`config.mk`:
```
export PLATFORM = sky130hd
export DESIGN_NAME = ota_update_command_handler_unit
export DESIGN_NICKNAME = d
export VERILOG_FILES = /design/src/sv/ouc_pkg.sv /design/src/sv/ota_update_command_handler_unit.sv
export SDC_FILE = /design/constraint.sdc
export NUM_CORES = 1
export LEC_CHECK = 0
export BUFFER_PORTS_ARGS = -buffer_cell sky130_fd_sc_hd__buf_2
export CAP_MARGIN = 0
export CORE_MARGIN = 5
export CORE_UTILIZATION = 50
export CTS_CLUSTER_DIAMETER = 30
export DETAILED_ROUTE_END_ITERATION = 10
export HOLD_SLACK_MARGIN = 0.08
export PLACE_DENSITY = 0.7
export SKIP_CTS_REPAIR_TIMING = 1
export SYNTH_ARGS = -nofsm -noshare
export SYNTH_HDL_FRONTEND = slang
export SYNTH_SLANG_ARGS = --single-unit
```
`constraint.sdc`:
```
create_clock -name aclk -period 5.21 [get_ports aclk]
set_clock_uncertainty 0.05 [all_clocks]
set_input_delay 0.521 -clock aclk [delete_from_list [all_inputs] [get_ports aclk]]
set_output_delay 0.521 -clock aclk [all_outputs]
set_load 0.01 [all_outputs]
```
`src/sv/ouc_pkg.sv`:
```
// ----------------------------------------------------------------------------
// ouc_pkg
// Shared types and constants of the update command handler: command and
// reply codes, register indexes, reset values and the phase encoding.
// ----------------------------------------------------------------------------
package ouc_pkg;

    localparam int CFG_INDEX_W = 3;
    localparam int CFG_DATA_W  = 32;

    // configuration register indexes
    localparam logic [CFG_INDEX_W-1:0] CFG_ENABLE       = 3'd0;
    localparam logic [CFG_INDEX_W-1:0] CFG_VERSION_BYTE = 3'd1;
    localparam logic [CFG_INDEX_W-1:0] CFG_RUNNING_BANK = 3'd2;
    localparam logic [CFG_INDEX_W-1:0] CFG_BANK_A_BASE  = 3'd3;
    localparam logic [CFG_INDEX_W-1:0] CFG_BANK_B_BASE  = 3'd4;

    // register reset values
    localparam logic        RST_ENABLE       = 1'b1;
    localparam logic [7:0]  RST_VERSION_BYTE = 8'h01;
    localparam logic        RST_RUNNING_BANK = 1'b0;
    localparam logic [31:0] RST_BANK_A_BASE  = 32'h0802_0000;
    localparam logic [31:0] RST_BANK_B_BASE  = 32'h0806_0000;

    // command codes
    localparam logic [7:0] CMD_ECHO    = 8'h01;
    localparam logic [7:0] CMD_START   = 8'h10;
    localparam logic [7:0] CMD_CHUNK   = 8'h20;
    localparam logic [7:0] CMD_END     = 8'h30;
    localparam logic [7:0] CMD_VERSION = 8'h40;
    localparam logic [7:0] CMD_RESTART = 8'h50;
    localparam logic [7:0] CMD_BANK    = 8'h60;

    // reply codes
    localparam logic [7:0] RSP_NONE = 8'h00;
    localparam logic [7:0] RSP_ECHO = 8'h02;
    localparam logic [7:0] RSP_OK   = 8'hAA;
    localparam logic [7:0] RSP_ERR  = 8'hFF;

    localparam logic BANK_A = 1'b0;
    localparam logic BANK_B = 1'b1;

    typedef enum logic [2:0] {
        PH_IDLE = 3'b001,
        PH_LEN  = 3'b010,
        PH_DATA = 3'b100
    } phase_t;

    typedef struct packed {
        logic [7:0]  reply;
        logic        flash_write;
        logic [31:0] write_address;
        logic [7:0]  write_data;
        logic        erase_request;
        logic        erase_bank;
        logic        record_request;
        logic        record_bank;
        logic        reboot_request;
        logic        activity_led;
    } result_t;

endpackage

```
`src/sv/ota_update_command_handler_unit.sv`:
```
// ----------------------------------------------------------------------------
// ota_update_command_handler_unit
// Byte-wide command handler for a two-bank firmware download over SPI.
// ----------------------------------------------------------------------------
// Usage:
//   s_ channel: one received SPI byte per request (command, chunk length or
//   data byte depending on the current phase).
//   m_ channel: exactly one result per request: reply byte (0 if none),
//   flash byte write, erase, boot record and reboot requests, LED level.
//   cfg_ port: plain register writes (enable, version, running bank, bank
//   base addresses), only while no request is in flight.
// Timing:
//   result valid in the cycle after accept; one request per cycle sustained
//   while m_ready is high, set by the single output register that holds the
//   result while the next byte is decoded against the updated state.
// Reset:
//   aresetn (synchronous, active low) returns to the idle command phase with
//   no update active, clears counters and LED and loads register defaults.
// Stall:
//   while m_ready is low a held result keeps s_ready low; nothing is dropped.
// ----------------------------------------------------------------------------
module ota_update_command_handler_unit (
    input  logic                             aclk,
    input  logic                             aresetn,
    input  logic                             cfg_wr_en,
    input  logic [ouc_pkg::CFG_INDEX_W-1:0]  cfg_index,
    input  logic [ouc_pkg::CFG_DATA_W-1:0]   cfg_wdata,
    input  logic                             s_valid,
    output logic                             s_ready,
    input  logic [7:0]                       s_rx_byte,
    output logic                             m_valid,
    input  logic                             m_ready,
    output logic [7:0]                       m_reply,
    output logic                             m_flash_write,
    output logic [31:0]                      m_write_address,
    output logic [7:0]                       m_write_data,
    output logic                             m_erase_request,
    output logic                             m_erase_bank,
    output logic                             m_record_request,
    output logic                             m_record_bank,
    output logic                             m_reboot_request,
    output logic                             m_activity_led
);
    import ouc_pkg::*;

    // configuration
    logic        enable_reg;
    logic [7:0]  version_byte_reg;
    logic        running_bank_reg;
    logic [31:0] bank_a_base_reg;
    logic [31:0] bank_b_base_reg;

    // handler state
    phase_t      phase_reg, phase_next;
    logic        update_active_reg, update_active_next;
    logic [31:0] next_address_reg, next_address_next;
    logic [9:0]  kb_count_reg, kb_count_next;
    logic [7:0]  chunk_length_reg, chunk_length_next;
    logic [7:0]  chunk_count_reg, chunk_count_next;
    logic        target_bank_reg, target_bank_next;
    logic        recorded_bank_reg, recorded_bank_next;
    logic        led_reg, led_next;

    result_t     result_reg, result_next;
    logic        m_valid_reg;
    logic        accept;

    assign s_ready = ~m_valid_reg | m_ready;
    assign accept  = s_valid & s_ready;

    always_ff @(posedge aclk) begin
        if (!aresetn) begin
            enable_reg       <= RST_ENABLE;
            version_byte_reg <= RST_VERSION_BYTE;
            running_bank_reg <= RST_RUNNING_BANK;
            bank_a_base_reg  <= RST_BANK_A_BASE;
            bank_b_base_reg  <= RST_BANK_B_BASE;
        end else if (cfg_wr_en) begin
            unique case (cfg_index)
                CFG_ENABLE:       enable_reg       <= cfg_wdata[0];
                CFG_VERSION_BYTE: version_byte_reg <= cfg_wdata[7:0];
                CFG_RUNNING_BANK: running_bank_reg <= cfg_wdata[0];
                CFG_BANK_A_BASE:  bank_a_base_reg  <= cfg_wdata[31:0];
                CFG_BANK_B_BASE:  bank_b_base_reg  <= cfg_wdata[31:0];
                default: ;
            endcase
        end
    end

    always_comb begin
        logic [9:0] kb_inc;
        logic [7:0] cnt_inc;
        phase_next         = phase_reg;
        update_active_next = update_active_reg;
        next_address_next  = next_address_reg;
        kb_count_next      = kb_count_reg;
        chunk_length_next  = chunk_length_reg;
        chunk_count_next   = chunk_count_reg;
        target_bank_next   = target_bank_reg;
        recorded_bank_next = recorded_bank_reg;
        led_next           = led_reg;
        result_next        = '0;
        kb_inc             = kb_count_reg + 10'd1;
        cnt_inc            = chunk_count_reg + 8'd1;

        if (enable_reg) begin
            unique case (phase_reg)
                PH_LEN: begin
                    chunk_length_next = s_rx_byte;
                    chunk_count_next  = 8'd0;
                    phase_next        = PH_DATA;
                end
                PH_DATA: begin
                    result_next.flash_write   = 1'b1;
                    result_next.write_address = next_address_reg;
                    result_next.write_data    = s_rx_byte;
                    next_address_next         = next_address_reg + 32'd1;
                    kb_count_next             = kb_inc;
                    chunk_count_next          = cnt_inc;
                    // led toggles on every 1024-byte wrap
                    if (kb_inc == 10'd0) begin
                        led_next = ~led_reg;
                    end
                    if (cnt_inc >= chunk_length_reg) begin
                        phase_next        = PH_IDLE;
                        result_next.reply = RSP_OK;
                    end
                end
                default: begin
                    phase_next = PH_IDLE;
                    unique case (s_rx_byte)
                        CMD_ECHO: begin
                            led_next          = ~led_reg;
                            result_next.reply = RSP_ECHO;
                        end
                        CMD_VERSION: begin
                            result_next.reply = version_byte_reg;
                        end
                        CMD_START: begin
                            led_next = 1'b1;
                            // target the bank we are not running from
                            if (running_bank_reg == BANK_A) begin
                                next_address_next      = bank_b_base_reg;
                                target_bank_next       = BANK_B;
                                result_next.erase_bank = BANK_B;
                            end else begin
                                next_address_next      = bank_a_base_reg;
                                target_bank_next       = BANK_A;
                                result_next.erase_bank = BANK_A;
                            end
                            result_next.erase_request = 1'b1;
                            update_active_next        = 1'b1;
                            kb_count_next             = 10'd0;
                            result_next.reply         = RSP_OK;
                        end
                        CMD_CHUNK: begin
                            if (update_active_reg) begin
                                phase_next = PH_LEN;
                            end else begin
                                result_next.reply = RSP_ERR;
                            end
                        end
                        CMD_END: begin
                            if (update_active_reg) begin
                                update_active_next         = 1'b0;
                                recorded_bank_next         = target_bank_reg;
                                result_next.record_request = 1'b1;
                                result_next.record_bank    = target_bank_reg;
                                led_next                   = 1'b0;
                                result_next.reply          = RSP_OK;
                            end else begin
                                result_next.reply = RSP_ERR;
                            end
                        end
                        CMD_RESTART: begin
                            result_next.reboot_request = 1'b1;
                            result_next.reply          = RSP_OK;
                        end
                        CMD_BANK: begin
                            result_next.reply = {7'd0, recorded_bank_reg};
                        end
                        default: ;
                    endcase
                end
            endcase
        end
        result_next.activity_led = led_next;
    end

    always_ff @(posedge aclk) begin
        if (!aresetn) begin
            phase_reg         <= PH_IDLE;
            update_active_reg <= 1'b0;
            next_address_reg  <= 32'd0;
            kb_count_reg      <= 10'd0;
            chunk_length_reg  <= 8'd0;
            chunk_count_reg   <= 8'd0;
            target_bank_reg   <= BANK_A;
            recorded_bank_reg <= BANK_A;
            led_reg           <= 1'b0;
            m_valid_reg       <= 1'b0;
        end else begin
            if (accept) begin
                phase_reg         <= phase_next;
                update_active_reg <= update_active_next;
                next_address_reg  <= next_address_next;
                kb_count_reg      <= kb_count_next;
                chunk_length_reg  <= chunk_length_next;
                chunk_count_reg   <= chunk_count_next;
                target_bank_reg   <= target_bank_next;
                recorded_bank_reg <= recorded_bank_next;
                led_reg           <= led_next;
                m_valid_reg       <= 1'b1;
            end else if (m_ready) begin
                m_valid_reg <= 1'b0;
            end
        end
    end

    always_ff @(posedge aclk) begin
        if (accept) begin
            result_reg <= result_next;
        end
    end

    assign m_valid          = m_valid_reg;
    assign m_reply          = result_reg.reply;
    assign m_flash_write    = result_reg.flash_write;
    assign m_write_address  = result_reg.write_address;
    assign m_write_data     = result_reg.write_data;
    assign m_erase_request  = result_reg.erase_request;
    assign m_erase_bank     = result_reg.erase_bank;
    assign m_record_request = result_reg.record_request;
    assign m_record_bank    = result_reg.record_bank;
    assign m_reboot_request = result_reg.reboot_request;
    assign m_activity_led   = result_reg.activity_led;

endmodule

```
* Word level (Yosys, flattened, before mapping)
Index checks and enable logic that the tools add are counted.
** Operators by class
- Add/sub/neg operators :: 3
- Magnitude comparators :: 1
- Eq/ne operators :: 14
- Mux-type cells :: 28
- Bitwise gates (word level) :: 10
- Reduce and logical (&&, ||, !) cells :: 25
** Operator list (count)
- 2-to-1 mux 32 bit :: 2
- case mux 32 bit (2 select lines) :: 1
- case mux 8 bit (6 select lines) :: 1
- 2-to-1 mux 41 bit :: 1
- adder 32 x 1 -> 32 bit, second input constant :: 1
- case mux 8 bit (2 select lines) :: 2
- equality test 8 x 7 -> 1 bit, second input constant :: 3
- case mux 10 bit (2 select lines) :: 1
- equality test 8 x 6 -> 1 bit, second input constant :: 2
- 2-to-1 mux 8 bit :: 2
- AND reduction 2 bit :: 6
- AND reduction 4 bit :: 3
- adder 10 x 1 -> 10 bit, second input constant :: 1
- zero test 10 bit :: 1
- 2-to-1 mux 10 bit :: 1
- equality test 3 x 2 -> 1 bit, second input constant :: 3
- AND reduction 3 bit :: 3
- adder 8 x 1 -> 8 bit, second input constant :: 1
- equality test 8 x 1 -> 1 bit, second input constant :: 1
- equality test 8 x 5 -> 1 bit, second input constant :: 1
- >= comparator 8 bit :: 1
- 2-to-1 mux 2 bit :: 4
- inverter 1 bit :: 8
- nonzero test 2 bit :: 4
- 17 further kinds :: 27
** Word-level totals
- Register bits :: 195
- Output and inout port bits :: 57
- Logic and storage cells :: 106

* Logic depth before layout (Yosys ltp)
Gate-level depths: netlist of run 1.
- Word-level depth :: 5
- Depth in mapped cells :: 10

* Worst setup path before layout of run 1
Ideal clock, no wire load.
- Kind :: input port to flip-flop
- Start point :: input port m_ready
- End point :: register led_reg
- Arrival time :: 2470 ps
- Slack :: 2468 ps
- Stages on the path :: 4
- Cell sequence :: nand2b_1 -> clkbuf_1 -> and2_1 -> a41oi_1
** Between the ends
- Word-level cells in the longest chain between the ends :: 2
** Ends and longest elaborated chain
- from (decl) :: line ota_update_command_handler_unit.sv:32 : input logic m_ready,
- OR 1 bit :: line ota_update_command_handler_unit.sv:68 : assign s_ready = ~m_valid_reg | m_ready;
- via s_ready :: line ota_update_command_handler_unit.sv:29 : output logic s_ready,
- bitwise AND 1 bit :: line ota_update_command_handler_unit.sv:69 : assign accept = s_valid & s_ready;
- via accept :: line ota_update_command_handler_unit.sv:66 : logic accept;
- to (signal assigned) :: line ota_update_command_handler_unit.sv:212 : led_reg <= led_next;
- to (decl) :: line ota_update_command_handler_unit.sv:62 : logic led_reg, led_next;
The timed path passes the listed nets, and every way through them passes these cells.
A chain may end at the register's enable or synchronous reset.

* Worst setup path after layout of run 1
- Start point :: register chunk_count_reg[2]
- End point :: register result_reg, in the netlist m_reply[7] (data pin)
** Between the ends
- Word-level cells in the longest chain between the ends :: 4
** Ends and longest elaborated chain
- from (decl) :: line ota_update_command_handler_unit.sv:59 : logic [7:0] chunk_count_reg, chunk_count_next;
- from (signal assigned) :: line ota_update_command_handler_unit.sv:209 : chunk_count_reg <= chunk_count_next;
- adder 8 x 1 -> 8 bit :: line ota_update_command_handler_unit.sv:104 : cnt_inc = chunk_count_reg + 8'd1;
- >= comparator 8 bit :: line ota_update_command_handler_unit.sv:124 : if (cnt_inc >= chunk_length_reg) begin
- 2-to-1 mux 8 bit :: line ota_update_command_handler_unit.sv:124
- case mux 8 bit (2 select lines) :: line ota_update_command_handler_unit.sv:107 : unique case (phase_reg)
- to (signal assigned) :: line ota_update_command_handler_unit.sv:222 : result_reg <= result_next;
- to (decl) :: line ota_update_command_handler_unit.sv:64 : result_t result_reg, result_next;
Every way passes these cells.

==> impl_metrics.py, run 1 <==
metrics = {
    "status": {
        "outcome": "finished, final reports clean",
    },
    "critical_path": {
        "path_class": "register to register",
        "start_kind": "register",
        "critPathCaptureType": "register",
        "crit_fanout": 6,
        "cp.arrival_ps": 3120,
        "critPathRequiredTime_ps": 5320,
    },
    "yosys": {
        "ys.flop_type": "dfxtp_1",
        "yosysWarnings": 0,
        "synthesis.instances": 1043,
        "synth_edf_count": 55,
        "syn-mean-instance-area_um2": 8.79,
        "synth_nets": 1102,
        "postSynth.asyncResetShare_pct": 0,
        "yosys-top-cells-area": "dfxtp_1 31%, edfxtp_1 18%, nand2_1 8.1%, a21boi_0 6.7%, and3_1 4.0%",
        "synth.top_cell.area_share_pct": 30.6,
        "yosys.cell_count.top_type": "nand2_1",
        "synth_commonest_cells": "198 x nand2_1, 140 x dfxtp_1, 82 x a21boi_0, 69 x clkbuf_1, 61 x o21ai_0",
        "synth_area_leader_cell": "dfxtp_1",
        "yosys_register_bits": 195,
        "synth.yosys.seq_area_share_pct": 48.6,
        "ys_types": 53,
        "netlist_area_um2": 9160,
    },
    "routing": {
        "drtAntennaViolNets": 0,
        "first_pass_iters": 5,
        "viasPerCell": 5.56,
        "drtIter0Drc": 624,
        "drc": 0,
        "avgRoutedWirePerCell_um": 15.9,
        "drt-total-wl_um": 21400,
        "vias": 7485,
    },
    "clocking": {
        "clk_pin_slew_worst_paths_ps": 70,
        "tritoncts": "done",
        "cts_buffers": 17,
        "clock_latency_ps": 430,
        "htreeDepth": 4,
        "clk_path_buf_depth": 2,
        "cts.root.buffer_cell": "clkbuf_16",
        "clock_sinks": 195,
    },
    "power": {
        "clkPwrFrac_pct": 41.9,
        "combPwrFrac_pct": 5.3,
        "p_leak_uw": 0.00393,
        "p_int_uw": 2340,
        "switching_share_pct": 23.1,
        "vdd_drop_max_mv": 0.216,
        "seqPwrFrac_pct": 52.8,
        "p_sw_uw": 700,
        "powerDensity_nw_per_um2": 293,
    },
    "global_routing": {
        "grt_pass1_vias": 6937,
        "grtUsageTotal_pct": 20.1,
        "grt_max_degree": 94,
        "grt_pass1_wl_um": 35700,
        "antenna_found_initial": 0,
        "overflow": 0,
    },
    "floorplan": {
        "die_width_um": 145,
        "core_um2": 18000,
        "rows": 49,
        "ios": 105,
        "die_h_um": 145,
        "dieArea_um2": 21100,
        "floorplan.initialDensity_pct": 50.8,
    },
    "place": {
        "port_buffers": 104,
        "dpl_cell_area_um2": 9800,
        "gp_congestion": 0.849,
        "placedCellCount": 1315,
        "post-dp-hpwl_um": 14200,
    },
    "timing": {
        "period_minus_slack_ps": 3010,
        "slew_violations": 0,
        "fmax_mhz": 333,
        "setup_viol": 0,
        "finalCritPeriodShare_pct": 57.7,
        "holdWs_ps": 269,
        "max_slew_margin_pct": 18.1,
        "hold_viol_final": 0,
        "worst_pin_slew_ps": 1220,
        "setup_tns_ps": 0,
        "rsz0062_at_grt": "false",
    },
    "layout": {
        "final_cell_area_um2": 10400,
        "n_antenna_cell": 0,
        "fill_cells": 1668,
        "drive_gt1_share_pct": 15.2,
        "instances_no_fill": 1346,
        "synthToLayoutAreaGrowth_pct": 13.2,
        "fin_nets": 1164,
    },
    "job": {
        "max-cap-violations": 0,
    },
    "min_path": {
        "hold_path_class": "primary input to register",
    },
}
-- critical path: stages, from the launching register on --
cell and delay (ps):
dfxtp_1 420, and3_1 240, and3_1 250, nand3_1 110, xnor2_1 220, ha_1 290, a2111oi_0 470, o21ai_0 280
nand3_1 260, o21ai_0 130
-- placed cells by master, fill, tap and decap left out, drive strengths merged, types with 8 or more instances in the layout --
cell type / instances
nor2: 52
a21oi: 52
edfxtp: 55
a21boi: 83
a22oi: 8
nor3b: 8
clkbuf: 20
and3: 59
o221a: 13
ha: 11
nand3: 38
nand2: 198
dfxtp: 140
o21ai: 61
a211oi: 14
nor3: 22
mux2i: 23
inv: 22
nor4: 8
buf: 118
a31oi: 11
nor2b: 32
-- final timing paths --
kind	startpoint	endpoint	slack [ps]	cells after the start
max	chunk_count_reg[2]$_SDFFE_PN0P_	m_reply[7]$_SDFFCE_PN0P_	2200	9
min	cfg_wdata[18]	bank_b_base_reg[18]$_SDFFE_PN1P_	270	3
max reg2reg	chunk_count_reg[2]$_SDFFE_PN0P_	m_reply[7]$_SDFFCE_PN0P_	2200	9
min reg2reg	bank_a_base_reg[21]$_SDFFE_PN0P_	bank_a_base_reg[21]$_SDFFE_PN0P_	410	2
-- power by group through the flow --
stage | sequential [uW] | combinational (uW) | clock (uW)
floorplan | 1650 | 81.6 | 0
global placement | 1640 | 161 | 0
detailed placement | 1640 | 162 | 0
CTS | 1600 | 162 | 1300
global route | 1610 | 178 | 1370
finish | 1600 | 161 | 1270
-- layout make-up --
| cell class | count | area (um^2) | share of cell area [%] |
|---|---|---|---|
| inverters | 13 | 48.8 | 0.470 |
| flip-flops and latches | 195 | 4460 | 42.9 |
| multi-input cells | 760 | 4390 | 42.3 |
| clock buffers | 20 | 489 | 4.72 |
| repair buffers | 118 | 626 | 6.03 |
| well taps | 229 | 287 | 2.76 |
| clock inverters | 11 | 82.6 | 0.796 |
-- kinds of logic (layout without fill, tap and decap cells) --
group,after synthesis,after routing,synth area share (%)
mux,25,25,2.76
fa+ha+maj,11,11,1.50
compound gates,266,266,19.3
simple gates,450,450,23.4
flops,195,195,48.6
buf+inv,88,162,3.65
xor+xnor,8,8,0.765
-- through the flow --
stage	total power, uW	utilization (%)	setup slack, ps
floorplan	1730	-	2470
detailed placement	1800	54.4	2330
global placement	1800	54.4	2330
finish	3040	57.6	2200
global route	3150	57.6	1920
CTS	3060	57.6	2210
-- routing by layer --
metal	up-vias	share of wire [%]	track usage (%)	routed length [um]
li1	3829	-	-	-
met5	-	0	0	0
met2	184	43	29.5	9100
met4	0	1.1	5.18	242
met3	19	5.0	3.55	1070
met1	3453	51	30.8	11000
No activity file was read; power rests on OpenSTA's default activity.
==> inputs of run 2 (changes only) <==
--- a/config.mk
+++ b/config.mk
@@ -5,6 +5,7 @@
 export SDC_FILE = /design/constraint.sdc
 export NUM_CORES = 1
 export LEC_CHECK = 0
+export ABC_AREA = 1
 export BUFFER_PORTS_ARGS = -buffer_cell sky130_fd_sc_hd__buf_2
 export CAP_MARGIN = 0
 export CORE_MARGIN = 5
==> constraint.sdc (replaced) <==
create_clock -name aclk -period 3 [get_ports aclk]
set_clock_uncertainty 0.05 [all_clocks]
set_input_delay 0.3 -clock aclk [delete_from_list [all_inputs] [get_ports aclk]]
set_output_delay 0.3 -clock aclk [all_outputs]
set_load 0.01 [all_outputs]
==> run 2 against run 1 <==
Compared with the run above:
- clock-buffer cell count up 3
- largest power group unchanged
- cell area increased by 1.8%
- final cell count up 12%
- sequential power is 75% higher
- core utilization up 0.82 points
- critical path depth up 1
- die area increased by 0.83%
- register-to-register slack lost 1600 ps
- global-route usage is 1.2 points higher
- total power up 81%
==> impl_metrics.py, run 2 <==
metrics = {
    "status": {
        "outcome": "finished, final reports clean",
    },
    "clocking": {
        "clock_sinks": 195,
        "cts.root.buffer_cell": "clkbuf_16",
        "clk_path_buf_depth": 2,
        "cts_buffers": 17,
        "tritoncts": "done",
        "clk_pin_slew_worst_paths_ps": 70,
        "htreeDepth": 4,
        "clock_latency_ps": 430,
    },
    "timing": {
        "period_minus_slack_ps": 2390,
        "hold_viol_final": 0,
        "worst_pin_slew_ps": 1010,
        "slew_violations": 0,
        "holdWs_ps": 57.5,
        "setup_tns_ps": 0,
        "fmax_mhz": 418,
        "finalCritPeriodShare_pct": 79.7,
        "setup_viol": 0,
        "rsz0062_at_grt": "false",
        "max_slew_margin_pct": 32.6,
    },
    "critical_path": {
        "critPathRequiredTime_ps": 3120,
        "cp.arrival_ps": 2510,
        "path_class": "register to register",
        "reg2reg_setup_slack_ps": 610,
        "critPathCaptureType": "register",
        "reg2reg_to": "m_reply[5]$_SDFFCE_PN0P_",
        "reg2reg_depth": 10,
        "crit_fanout": 5,
        "r2r_start": "chunk_count_reg[0]$_SDFFE_PN0P_",
        "start_kind": "register",
    },
    "min_path": {
        "holdPathStages": 3,
        "holdPathEnd": "bank_a_base_reg[8]$_SDFFE_PN0P_",
        "hold_start": "cfg_wdata[8]",
        "hold_path_class": "primary input to register",
    },
    "routing": {
        "vias": 8054,
        "avgRoutedWirePerCell_um": 15.0,
        "drtAntennaViolNets": 0,
        "drt-total-wl_um": 22700,
        "drtIter0Drc": 891,
        "viasPerCell": 5.33,
        "first_pass_iters": 5,
        "drc": 0,
    },
    "yosys": {
        "synth_nets": 1244,
        "synth.top_cell.area_share_pct": 30.3,
        "yosysWarnings": 0,
        "ys_types": 46,
        "postSynth.asyncResetShare_pct": 0,
        "synth_edf_count": 55,
        "synth_commonest_cells": "183 x nor2_1, 176 x nand2_1, 140 x dfxtp_1, 121 x inv_1, 116 x a21oi_1",
        "ys.flop_type": "dfxtp_1",
        "netlist_area_um2": 9250,
        "yosys_register_bits": 195,
        "synth_area_leader_cell": "dfxtp_1",
        "yosys-top-cells-area": "dfxtp_1 30%, edfxtp_1 18%, nor2_1 7.4%, nand2_1 7.1%, a21oi_1 6.3%",
        "yosys.cell_count.top_type": "nor2_1",
        "syn-mean-instance-area_um2": 7.80,
        "synth.yosys.seq_area_share_pct": 48.2,
        "synthesis.instances": 1185,
    },
    "layout": {
        "fin_nets": 1328,
        "layout_common_cells": "183 x nor2_1, 176 x nand2_1, 139 x dfxtp_1",
        "synthToLayoutAreaGrowth_pct": 14.2,
        "fill_cells": 1680,
        "drive_gt1_share_pct": 15.7,
        "multi_input_area_um2": 4030,
        "register_area_um2": 4460,
        "n_antenna_cell": 0,
        "layout_commonest_cell": "nor2_1",
    },
    "floorplan": {
        "floorplan.initialDensity_pct": 51.1,
        "ios": 105,
        "rows": 49,
        "dieArea_um2": 21300,
        "die_h_um": 146,
        "die_width_um": 146,
        "core_um2": 18100,
    },
    "global_routing": {
        "grt_pass1_wl_um": 37400,
        "grt_pass1_vias": 7360,
        "antenna_found_initial": 0,
        "grtUsageTotal_pct": 21.3,
        "overflow": 0,
        "grt_max_degree": 108,
    },
    "place": {
        "gp_congestion": 0.903,
        "port_buffers": 104,
        "post-dp-hpwl_um": 15700,
    },
    "power": {
        "powerDensity_nw_per_um2": 521,
        "vdd_drop_max_mv": 0.423,
        "p_leak_uw": 0.00415,
    },
    "job": {
        "max-cap-violations": 0,
    },
}
[run 2: layer usage]
layer	wire, um	global-route usage [%]	vias to the layer above
met5	0	0	-
met4	240	5.17	0
met3	1630	4.42	19
met2	9650	30.9	262
met1	11200	32.5	3665
li1	-	-	4108
[run 2: worst max-delay path by stage]
stage	start	slack [ps]	cells after the start	endpoint
floorplan	m_valid$_SDFFE_PN0P_	870	3	m_activity_led$_DFFE_PP_
global placement	chunk_count_reg[0]$_SDFFE_PN0P_	710	10	m_reply[5]$_SDFFCE_PN0P_
detailed placement	chunk_count_reg[0]$_SDFFE_PN0P_	680	10	m_reply[5]$_SDFFCE_PN0P_
CTS	chunk_count_reg[0]$_SDFFE_PN0P_	640	10	m_reply[1]$_SDFFCE_PN0P_
global route	chunk_count_reg[0]$_SDFFE_PN0P_	440	10	m_reply[1]$_SDFFCE_PN0P_
finish	chunk_count_reg[0]$_SDFFE_PN0P_	610	10	m_reply[5]$_SDFFCE_PN0P_
[run 2: through the flow]
step,area (um^2),util [%],instances,worst slack (ps),total power (uW)
finish,10600,58.4,1511,608,5500
global route,10600,58.4,1511,437,5690
CTS,10500,58.2,1507,643,5520
detailed placement,9900,54.7,1475,679,3180
global placement,9900,54.7,1475,715,3180
floorplan,9250,-,1185,868,3040
[run 2: area by class of cell]
cell class	instances	share of cell area (%)
inverters	134	4.81
clock inverters	9	1.09
repair buffers	119	6.21
flip-flops and latches	195	42.2
well taps	229	2.71
clock buffers	23	4.78
multi-input cells	802	38.2
[run 2: critical path: stages (launching register included)]
cell and delay, ps:
dfxtp_1 410, nand3_1 120, nand3b_1 200, nand3b_1 190, xnor2_1 210, ha_1 280
a21oi_1 150, o21a_1 160, nand3_1 80, nand2_1 170, o21ai_1 100
[run 2: cell families after synthesis]
group | synth area share [%]
buf+inv | 8.19
fa+ha+maj | 1.49
compound gates | 16.7
xor+xnor | 1.99
flops | 48.2
mux | 0.217
simple gates | 23.2
[run 2: report_power, final]
part           total [uW]  internal (uW)  leakage, uW  switching [uW]
sequential           2800           2780      0.00169            28.0
clock                2370           1370     0.000306            1000
combinational         325            109      0.00215             215
==> inputs of run 3 (changes only) <==
==> constraint.sdc (replaced) <==
create_clock -name aclk -period 2.5 [get_ports aclk]
set_clock_uncertainty 0.05 [all_clocks]
set_input_delay 0.25 -clock aclk [delete_from_list [all_inputs] [get_ports aclk]]
set_output_delay 0.25 -clock aclk [all_outputs]
set_load 0.01 [all_outputs]
==> run 3 against run 2 <==
Compared with the run above:
- combinational power grew 29%
- core utilization grew 1.3 points
- cell area grew 2.2%
- flip-flop and latch count is the same
- clock power grew 15%
- die area is the same
- sequential power grew 20%
- register-to-register slack lost 430 ps
- clock-buffer cell count shrank 3
- final cell count grew 1.7%
- critical path depth is the same
- critical path type unchanged
==> impl_metrics.py, run 3 (synthesis gave the netlist of run 2 again) <==
metrics = {
    "timing": {
        "worst_pin_slew_ps": 784,
        "fmax_mhz": 430,
        "setup_viol": 0,
        "hold_viol_final": 0,
        "finalCritPeriodShare_pct": 93.0,
        "setup_tns_ps": 0,
        "rsz0062_at_grt": "false",
        "holdWs_ps": 30.4,
        "slew_violations": 0,
        "max_slew_margin_pct": 47.6,
        "period_minus_slack_ps": 2320,
    },
    "place": {
        "port_buffers": 104,
        "post-dp-hpwl_um": 15800,
        "gp_congestion": 0.912,
    },
    "critical_path": {
        "critPathRequiredTime_ps": 2630,
        "cpPeakStageDelay_ps": 370,
        "critPathCaptureType": "register",
        "reg2reg_depth": 10,
        "cp_cell_sequence": "nand3_1, nand3b_1, nand3b_1, xnor2_2, ha_1, a21oi_1, o21a_1, nand3_1, nand2_2, o21ai_1",
        "start_kind": "register",
        "timing.critical_path.to": "m_reply[1]$_SDFFCE_PN0P_",
        "reg2reg_to": "m_reply[1]$_SDFFCE_PN0P_",
        "path_class": "register to register",
        "reg2reg_setup_slack_ps": 180,
        "cp_slowest_cell": "dfxtp_2",
        "cp.arrival_ps": 2450,
        "crit_start": "chunk_count_reg[0]$_SDFFE_PN0P_",
        "crit_fanout": 5,
        "r2r_start": "chunk_count_reg[0]$_SDFFE_PN0P_",
    },
    "clocking": {
        "clock_sinks": 195,
        "htreeDepth": 4,
        "clk_path_buf_depth": 2,
        "cts.root.buffer_cell": "clkbuf_16",
        "clock_latency_ps": 440,
        "clk_pin_slew_worst_paths_ps": 70,
        "tritoncts": "done",
        "cts_buffers": 17,
    },
    "layout": {
        "synthToLayoutAreaGrowth_pct": 16.8,
        "layout_common_cells": "183 x nor2_1, 175 x nand2_1, 137 x dfxtp_1",
        "layout_commonest_cell": "nor2_1",
        "drive_gt1_share_pct": 15.7,
        "fin_nets": 1353,
        "utilization_pct": 59.7,
        "n_antenna_cell": 0,
        "fill_cells": 1665,
        "multi_input_area_um2": 4040,
        "register_area_um2": 4460,
    },
    "global_routing": {
        "grtUsageTotal_pct": 21.4,
        "grt_pass1_wl_um": 37900,
        "antenna_found_initial": 0,
        "grt_pass1_vias": 7506,
        "overflow": 0,
        "grt_max_degree": 98,
    },
    "routing": {
        "drtAntennaViolNets": 0,
        "drc": 0,
        "drt-total-wl_um": 23000,
        "avgRoutedWirePerCell_um": 15.0,
        "viasPerCell": 5.33,
        "vias": 8187,
        "drtIter0Drc": 869,
        "first_pass_iters": 5,
    },
    "floorplan": {
        "dieArea_um2": 21300,
        "ios": 105,
        "rows": 49,
        "floorplan.initialDensity_pct": 51.1,
        "core_um2": 18100,
        "die_h_um": 146,
        "die_width_um": 146,
    },
    "power": {
        "powerDensity_nw_per_um2": 603,
        "vdd_drop_max_mv": 0.486,
        "p_leak_uw": 0.00425,
    },
    "min_path": {
        "hold_path_class": "primary input to register",
    },
    "status": {
        "outcome": "finished, final reports clean",
    },
    "job": {
        "max-cap-violations": 0,
    },
}
==> run 3: worst min-delay path by stage <==
stage / startpoint / end / slack [ps] / depth (start not counted)
after floorplan: cfg_wdata[17] / bank_b_base_reg[17]$_SDFFE_PN1P_ / 310 / 2
after detailed placement: bank_b_base_reg[0]$_SDFFE_PN0P_ / bank_b_base_reg[0]$_SDFFE_PN0P_ / 390 / 2
after global placement: bank_b_base_reg[8]$_SDFFE_PN0P_ / bank_b_base_reg[8]$_SDFFE_PN0P_ / 380 / 2
after global routing: s_rx_byte[2] / chunk_length_reg[2]$_SDFFE_PN0P_ / 90 / 3
after CTS: cfg_wdata[31] / bank_a_base_reg[31]$_SDFFE_PN0P_ / -8 / 3
final: cfg_wdata[14] / bank_b_base_reg[14]$_SDFFE_PN0P_ / 30 / 3
==> run 3: final cells by class <==
class | instances | share of cell area, %
clock inverter | 12 | 1.21
sequential | 195 | 41.3
clock buffer | 20 | 4.23
timing repair buffer | 144 | 8.44
inverter | 134 | 4.71
tap | 229 | 2.65
multi-input combinational | 802 | 37.5
==> run 3: routing by layer <==
layer / routed length (um) / up-vias / GRT usage (%)
li1: - / 4148 / -
met1: 11300 / 3751 / 32.6
met2: 9880 / 259 / 31.6
met3: 1460 / 29 / 3.99
met4: 313 / 0 / 5.17
met5: 0 / - / 0
==> run 3: worst max-delay path, delay by kind of cell (launching register included) <==
family                     cells  cell delay (ps)
and+or+nand+nor                5              780
AOI/OAI and AO/OA              3              400
DFF                            1              370
adders and majority gates      1              300
xor gates and xnor gates       1              170
==> run 3: stage by stage <==
| stage | cells | setup WS [ps] | instance area [um^2] | power (uW) |
|---|---|---|---|---|
| 2_1_floorplan | 1185 | 368 | 9250 | 3650 |
| 3_3_place_gp | 1478 | 199 | 9930 | 3810 |
| 3_5_place_dp | 1478 | 116 | 9930 | 3820 |
| 4_1_cts | 1510 | 115 | 10500 | 6520 |
| 5_1_grt | 1536 | 22.9 | 10800 | 6740 |
| 6_report | 1536 | 175 | 10800 | 6510 |
==> run 3: power by group <==
part	switching (uW)	internal, uW	leakage (uW)
Clock	1200	1530	0.000278
Sequential	34.6	3330	0.00169
Combinational	262	156	0.00228
Total	1500	5010	0.00425
